[src/sv/tsc_pkg.sv]
package tsc_pkg;

    localparam int WORD_BITS      = 16;
    localparam int THRESH_BITS    = 12;
    localparam int COUNT_BITS     = 8;
    localparam int NUM_AXES       = 3;
    localparam int AXIS_W         = 2;
    localparam int CFG_ADDR_W     = 1;
    localparam int CFG_DATA_W     = 12;
    localparam int SAMPLE_BITS_DEF = 12;

    localparam logic signed [THRESH_BITS-1:0] THRESH_RESET = 12'sd1300;
    localparam logic [COUNT_BITS-1:0]         MIN_RESET    = 8'd3;

    // configuration register indexes
    localparam logic [CFG_ADDR_W-1:0] CFG_STEP_THRESHOLD = 1'b0;
    localparam logic [CFG_ADDR_W-1:0] CFG_MIN_STEPS      = 1'b1;

    typedef enum logic [AXIS_W-1:0] {
        AXIS_X = 2'd0,
        AXIS_Y = 2'd1,
        AXIS_Z = 2'd2
    } t_axis;

    // per-lane crossing flags: both samples above, both samples below
    typedef struct packed {
        logic hi;
        logic lo;
    } t_lane_flags;

endpackage

[src/sv/accel_threshold_step_counter.sv]
// channel   | direction | handshake                     | payload
// s_axis    | in        | s_axis_tvalid / s_axis_tready | tdata: word_x/y/z; tlast: frame_end
// m_axis    | out       | m_axis_tvalid / m_axis_tready | tdata: step_count
// cfg       | in        | i_cfg_we (no wait)            | i_cfg_addr, i_cfg_wdata
//
// One sample triple per cycle while s_axis_tready is high; the three axis lanes
// compare in parallel and the merge stage updates arm state and count in the same cycle.
// A frame's count appears on m_axis in the cycle after its last triple is taken.
// A held result blocks input: s_axis_tready drops while a result waits and
// m_axis_tready is low, and rises again in the cycle the result is taken.
// Synchronous active-low reset; config registers return to 1300 and 3.
module accel_threshold_step_counter import tsc_pkg::*; #(
    parameter int SAMPLE_BITS = SAMPLE_BITS_DEF
) (
    input  logic                    i_clk,
    input  logic                    i_rst_n,
    input  logic                    s_axis_tvalid,
    output logic                    s_axis_tready,
    input  logic [3*WORD_BITS-1:0]  s_axis_tdata,   // word_x, word_y, word_z
    input  logic                    s_axis_tlast,   // frame_end
    output logic                    m_axis_tvalid,
    input  logic                    m_axis_tready,
    output logic [COUNT_BITS-1:0]   m_axis_tdata,   // step_count
    input  logic                    i_cfg_we,
    input  logic [CFG_ADDR_W-1:0]   i_cfg_addr,
    input  logic [CFG_DATA_W-1:0]   i_cfg_wdata
);

    logic signed [THRESH_BITS-1:0] r_thresh;
    logic [COUNT_BITS-1:0]         r_min_steps;
    t_lane_flags [NUM_AXES-1:0]    w_flags;
    logic                          w_accept;
    logic                          w_in_ready;

    assign s_axis_tready = w_in_ready;
    assign w_accept      = s_axis_tvalid && w_in_ready;

    always_ff @(posedge i_clk) begin
        if (!i_rst_n) begin
            r_thresh    <= THRESH_RESET;
            r_min_steps <= MIN_RESET;
        end else if (i_cfg_we) begin
            case (i_cfg_addr)
                CFG_STEP_THRESHOLD: r_thresh    <= $signed(i_cfg_wdata[THRESH_BITS-1:0]);
                CFG_MIN_STEPS:      r_min_steps <= i_cfg_wdata[COUNT_BITS-1:0];
                default: ;
            endcase
        end
    end

    for (genvar g = 0; g < NUM_AXES; g++) begin : g_lane
        tsc_lane #(
            .SAMPLE_BITS (SAMPLE_BITS)
        ) u_lane (
            .i_clk     (i_clk),
            .i_rst_n   (i_rst_n),
            .i_word    (s_axis_tdata[g*WORD_BITS +: WORD_BITS]),
            .i_thresh  (r_thresh),
            .i_advance (w_accept),
            .i_clear   (s_axis_tlast),
            .o_flags   (w_flags[g])
        );
    end

    tsc_merge u_merge (
        .i_clk       (i_clk),
        .i_rst_n     (i_rst_n),
        .i_flags     (w_flags),
        .i_accept    (w_accept),
        .i_frame_end (s_axis_tlast),
        .i_min_steps (r_min_steps),
        .i_out_ready (m_axis_tready),
        .o_in_ready  (w_in_ready),
        .o_out_valid (m_axis_tvalid),
        .o_out_data  (m_axis_tdata)
    );

endmodule

[src/sv/tsc_lane.sv]
module tsc_lane import tsc_pkg::*; #(
    parameter int SAMPLE_BITS = SAMPLE_BITS_DEF
) (
    input  logic                          i_clk,
    input  logic                          i_rst_n,
    input  logic [WORD_BITS-1:0]          i_word,
    input  logic signed [THRESH_BITS-1:0] i_thresh,
    input  logic                          i_advance,
    input  logic                          i_clear,
    output t_lane_flags                   o_flags
);

    localparam int CMP_W = (SAMPLE_BITS > THRESH_BITS) ? SAMPLE_BITS : THRESH_BITS;

    logic signed [SAMPLE_BITS-1:0] w_cur;
    logic signed [SAMPLE_BITS-1:0] r_prev;
    logic signed [SAMPLE_BITS-1:0] n_prev;
    logic signed [CMP_W-1:0]       w_cur_x;
    logic signed [CMP_W-1:0]       w_prev_x;
    logic signed [CMP_W-1:0]       w_th_x;

    assign w_cur    = $signed(i_word[SAMPLE_BITS-1:0]);
    assign w_cur_x  = CMP_W'(w_cur);
    assign w_prev_x = CMP_W'(r_prev);
    assign w_th_x   = CMP_W'(i_thresh);

    assign o_flags.hi = (w_cur_x > w_th_x) && (w_prev_x > w_th_x);
    assign o_flags.lo = (w_cur_x < w_th_x) && (w_prev_x < w_th_x);

    always_comb begin
        n_prev = r_prev;
        if (i_advance) begin
            n_prev = i_clear ? '0 : w_cur;
        end
    end

    always_ff @(posedge i_clk) begin
        if (!i_rst_n) begin
            r_prev <= '0;
        end else begin
            r_prev <= n_prev;
        end
    end

endmodule

[src/sv/tsc_merge.sv]
module tsc_merge import tsc_pkg::*; (
    input  logic                          i_clk,
    input  logic                          i_rst_n,
    input  t_lane_flags [NUM_AXES-1:0]    i_flags,
    input  logic                          i_accept,
    input  logic                          i_frame_end,
    input  logic [COUNT_BITS-1:0]         i_min_steps,
    input  logic                          i_out_ready,
    output logic                          o_in_ready,
    output logic                          o_out_valid,
    output logic [COUNT_BITS-1:0]         o_out_data
);

    logic                  r_have_prev, n_have_prev;
    logic                  r_armed, n_armed;
    t_axis                 r_axis, n_axis;
    logic [COUNT_BITS-1:0] r_count, n_count;
    logic                  r_out_valid, n_out_valid;
    logic [COUNT_BITS-1:0] r_out_data, n_out_data;
    logic                  w_fall;

    // free slot when empty or the held result leaves this cycle
    assign o_in_ready  = !r_out_valid || i_out_ready;
    assign o_out_valid = r_out_valid;
    assign o_out_data  = r_out_data;

    always_comb begin
        case (r_axis)
            AXIS_X:  w_fall = i_flags[0].lo;
            AXIS_Y:  w_fall = i_flags[1].lo;
            AXIS_Z:  w_fall = i_flags[2].lo;
            default: w_fall = 1'b0;
        endcase
    end

    always_comb begin
        n_have_prev = r_have_prev;
        n_armed     = r_armed;
        n_axis      = r_axis;
        n_count     = r_count;
        n_out_valid = r_out_valid && !i_out_ready;
        n_out_data  = r_out_data;
        if (i_accept) begin
            if (r_have_prev) begin
                if (r_armed) begin
                    if (w_fall) begin
                        n_armed = 1'b0;
                        if (r_count != '1) begin
                            n_count = r_count + 1'b1;
                        end
                    end
                end else if (i_flags[0].hi) begin
                    n_armed = 1'b1;
                    n_axis  = AXIS_X;
                end else if (i_flags[1].hi) begin
                    n_armed = 1'b1;
                    n_axis  = AXIS_Y;
                end else if (i_flags[2].hi) begin
                    n_armed = 1'b1;
                    n_axis  = AXIS_Z;
                end
            end
            n_have_prev = 1'b1;
            if (i_frame_end) begin
                n_out_valid = 1'b1;
                n_out_data  = (n_count < i_min_steps) ? '0 : n_count;
                n_have_prev = 1'b0;
                n_armed     = 1'b0;
                n_axis      = AXIS_X;
                n_count     = '0;
            end
        end
    end

    always_ff @(posedge i_clk) begin
        if (!i_rst_n) begin
            r_have_prev <= 1'b0;
            r_armed     <= 1'b0;
            r_axis      <= AXIS_X;
            r_count     <= '0;
            r_out_valid <= 1'b0;
        end else begin
            r_have_prev <= n_have_prev;
            r_armed     <= n_armed;
            r_axis      <= n_axis;
            r_count     <= n_count;
            r_out_valid <= n_out_valid;
        end
    end

    always_ff @(posedge i_clk) begin
        r_out_data <= n_out_data;
    end

    a_frame_end_clears: assert property (@(posedge i_clk) disable iff (!i_rst_n)
        (i_accept && i_frame_end) |=> (r_out_valid && !r_armed && !r_have_prev && r_count == '0))
        else $error("frame end did not post a result and clear state");

    a_count_monotonic: assert property (@(posedge i_clk) disable iff (!i_rst_n)
        (i_accept && !i_frame_end) |=> (r_count >= $past(r_count)))
        else $error("step count went down inside a frame");

    a_idle_holds_state: assert property (@(posedge i_clk) disable iff (!i_rst_n)
        !i_accept |=> ($stable(r_armed) && $stable(r_count) && $stable(r_have_prev)))
        else $error("state changed without an input transfer");

    a_step_needs_arm: assert property (@(posedge i_clk) disable iff (!i_rst_n)
        (i_accept && !i_frame_end && !r_armed) |=> (r_count == $past(r_count)))
        else $error("step counted while not armed");

endmodule

[config.mk]
export PLATFORM = sky130hd
export DESIGN_NAME = accel_threshold_step_counter
export DESIGN_NICKNAME = d
export VERILOG_FILES = /design/src/sv/tsc_pkg.sv /design/src/sv/accel_threshold_step_counter.sv /design/src/sv/tsc_lane.sv /design/src/sv/tsc_merge.sv
export SDC_FILE = /design/constraint.sdc
export NUM_CORES = 1
export LEC_CHECK = 0
export BUFFER_PORTS_ARGS = -buffer_cell sky130_fd_sc_hd__buf_4
export CORE_ASPECT_RATIO = 1.5
export CORE_MARGIN = 5
export CORE_UTILIZATION = 63
export DETAILED_ROUTE_END_ITERATION = 12
export PLACE_DENSITY = 0.87
export SLEW_MARGIN = 20
export SYNTH_ARGS = -nofsm -noshare
export SYNTH_HDL_FRONTEND = slang
export SYNTH_SLANG_ARGS = --single-unit
[constraint.sdc]
create_clock -name i_clk -period 7.25 [get_ports i_clk]
set_input_delay 0.3625 -clock i_clk [delete_from_list [all_inputs] [get_ports i_clk]]
set_output_delay 0.3625 -clock i_clk [all_outputs]
set_load 0.01 [all_outputs]
==> metrics.txt <==
status=complete, no violations; Root Buffer=clkbuf_16; vias per cell=6.36; share of layout cells above drive strength 1=0.140; Finish-stage setup viols=0; RSZ-0062 raised after global routing=false; initial core utilization=0.649; Power, Total=1060 uW; synth-to-layout area growth=14.8%; post-synthesis sequential area ratio=0.310; htree depth=3; Syn Nets=774; commonest non-fill, non-tap cell in the layout=ha_1; clock-pin slew on the worst setup and hold paths=0.06 ns; Lkg Pwr=0.00274 uW; Post-DP Area=5740 um2; Worst Tran Pin Value=1.10 ns; detailed router's first-iteration violation count=352; initial antenna violation count=0; number of synthesized flops with an enable pin=8; setup slack after layout=2.13 ns; Worst EP required=7.31 ns; via count=4995; Cell Pwr Density=177 nW/um2; GRT Util Overall=0.283; FILL cells=610; Final Max Slew Viols=0; DRC=0; largest net degree at the start of global routing=59; critical path fanouts, max=7; Hold-fix buffers, CTS=0; Post-Syn Area per Cell=8.34 um2; Core Area=8060 um2; Die H=122 um; I/O Pins=77; Finished Cell Area=6000 um2; Detailed Place HPWL=10200 um; antenna cell count=0; final WL=14200 um; CP endpoint kind=register; setup total negative slack=0 ns; WL/cell=18.1 um; CTS tree=yes; Max Fclk=195 MHz; Min-Delay Path Class=primary input to register; Period minus WS final=5.12 ns; ys flop type=dfxtp_1; Max-Cap Viols=0; fin crit share=0.706; die area=10300 um2; die span in x=84.4 um; Post-Synthesis Cell Area=5230 um2; cts bufs inserted=9; Synth async-reset ratio=0; vias in the first global route=5060; post-synthesis cell count=627; Skew-Pair Late Insertion Delay=0.34 ns; Core Rows=40; CTS resizes=0; post-synth cell types=69; Critical Path AT=5.17 ns; Seq cells post-synth=77; clock sinks=77; relative slew slack=0.268; CTS max path bufs=2; setup repair bufs after CTS=0; nets@finish=822; DP Worst Slack=2.23 ns; final hold viol count=0; I/O Buffers=64; TritonRoute pass-1 iters=5; routability cong.=0.897; Final ANT Viol Nets=0; Peak VDD IR=143 uV; CP Class=register to register; YS warnings=0; Worst setup SP type=register; Clock Skews=0.00346 ns; first-pass GRT wire length=23400 um; grt ovf=0; commonest cells after routing, fill and taps aside=ha_1 (80), a21oi_1 (72), dfxtp_1 (69)
stage by stage:
stage / hold slack (ns) / util / instances
final: 0.266 / 0.745 / 785
after global routing: 0.273 / 0.745 / 785
after CTS: 0.258 / 0.745 / 785
after detailed placement: 0.452 / 0.713 / 769
after global placement: 0.446 / 0.713 / 769
after floorplan: 0.436 / - / 627
worst paths after layout:
path	startpoint	slack, ns	cells past startpoint	endpoint
max	r_thresh[2]$_SDFFE_PN1P_	2.13	17	u_merge.o_out_data[6]$_SDFFCE_PN0P_
min	i_cfg_wdata[8]	0.27	3	r_thresh[8]$_SDFFE_PN1P_
max reg2reg	r_thresh[2]$_SDFFE_PN1P_	2.13	17	u_merge.o_out_data[6]$_SDFFCE_PN0P_
min reg2reg	r_min_steps[5]$_SDFFE_PN0P_	0.46	2	r_min_steps[5]$_SDFFE_PN0P_
metal layers:
layer | global-route usage | wire (um)
met4 | 0.150 | 597
met5 | 0 | 0
met1 | 0.304 | 5310
met3 | 0.0447 | 822
met2 | 0.526 | 7480
state kept, by name, summed over array words and instances, names as in the netlist:
register,flops
r_thresh,12
u_merge.o_out_valid,1
u_merge.r_count,8
u_merge.o_out_data,8
u_merge.r_armed,1
g_lane.u_lane.r_prev,36
r_min_steps,8
u_merge.r_have_prev,1
u_merge.r_axis,2
cell usage after synthesis (2+ instances only):
library cell / number / area share
o21ai_0: 7 / 0.0067
a2111oi_0: 2 / 0.0033
a21oi_1: 72 / 0.069
o21ai_1: 2 / 0.0019
and4_1: 4 / 0.0067
nand3_1: 17 / 0.016
nor2_1: 59 / 0.042
a21o_1: 6 / 0.0086
nor4_1: 8 / 0.0096
o2111a_1: 2 / 0.0043
and2_1: 2 / 0.0024
and3_1: 39 / 0.047
nand2b_1: 8 / 0.0096
nand4b_1: 2 / 0.0033
a31o_2: 3 / 0.0050
clkbuf_1: 25 / 0.018
inv_1: 41 / 0.029
ha_1: 80 / 0.19
nand2_1: 56 / 0.040
dfxtp_1: 69 / 0.26
nor3_1: 10 / 0.0096
nor4b_1: 3 / 0.0050
edfxtp_1: 8 / 0.046
a211oi_1: 9 / 0.013
mux2i_1: 7 / 0.013
nor2b_1: 5 / 0.0060
o31ai_1: 5 / 0.0072
nand4_1: 9 / 0.011
a31oi_1: 10 / 0.012
o31a_1: 3 / 0.0050
buf_1: 3 / 0.0022
o211ai_1: 9 / 0.013
o21bai_1: 2 / 0.0029
or3_1: 5 / 0.0060
cell families after synthesis:
kind of cell    count (synthesis)  share of synthesized area
mux                             7                     0.0134
buf+inv                        71                     0.0526
compound gates                158                      0.205
simple gates                  233                      0.226
flops                          77                      0.310
fa+ha+maj                      80                      0.191
xor+xnor                        1                    0.00167
layout make-up:
type / instances / area [um2] / share of cell area
Clock inverter: 7 / 32.5 / 0.00542
Inverter: 41 / 154 / 0.0256
Clock buffer: 9 / 225 / 0.0375
Multi-Input combinational cell: 479 / 3340 / 0.556
Sequential cell: 77 / 1620 / 0.270
Tap cell: 105 / 131 / 0.0219
Timing Repair Buffer: 67 / 503 / 0.0838
where the power goes:
part           switching [uW]  internal, uW
clock                     175           226
sequential               10.5           447
combinational             120          84.2
critical path, stage by stage (launching register included):
cell and delay [ns]:
dfxtp_1 0.29, inv_1 0.32, ha_1 0.34, a21oi_1 0.16, o221ai_1 0.18, a211oi_1 0.32
mux2i_1 0.37, and3_1 0.25, o31ai_1 0.08, nor4_1 0.52, nor2_1 0.13, ha_1 0.33
a21o_1 0.19, a21oi_1 0.22, inv_1 0.06, a2111oi_0 0.60, o31a_1 0.39, nor4_1 0.09
(Power assumes the default switching activity.)
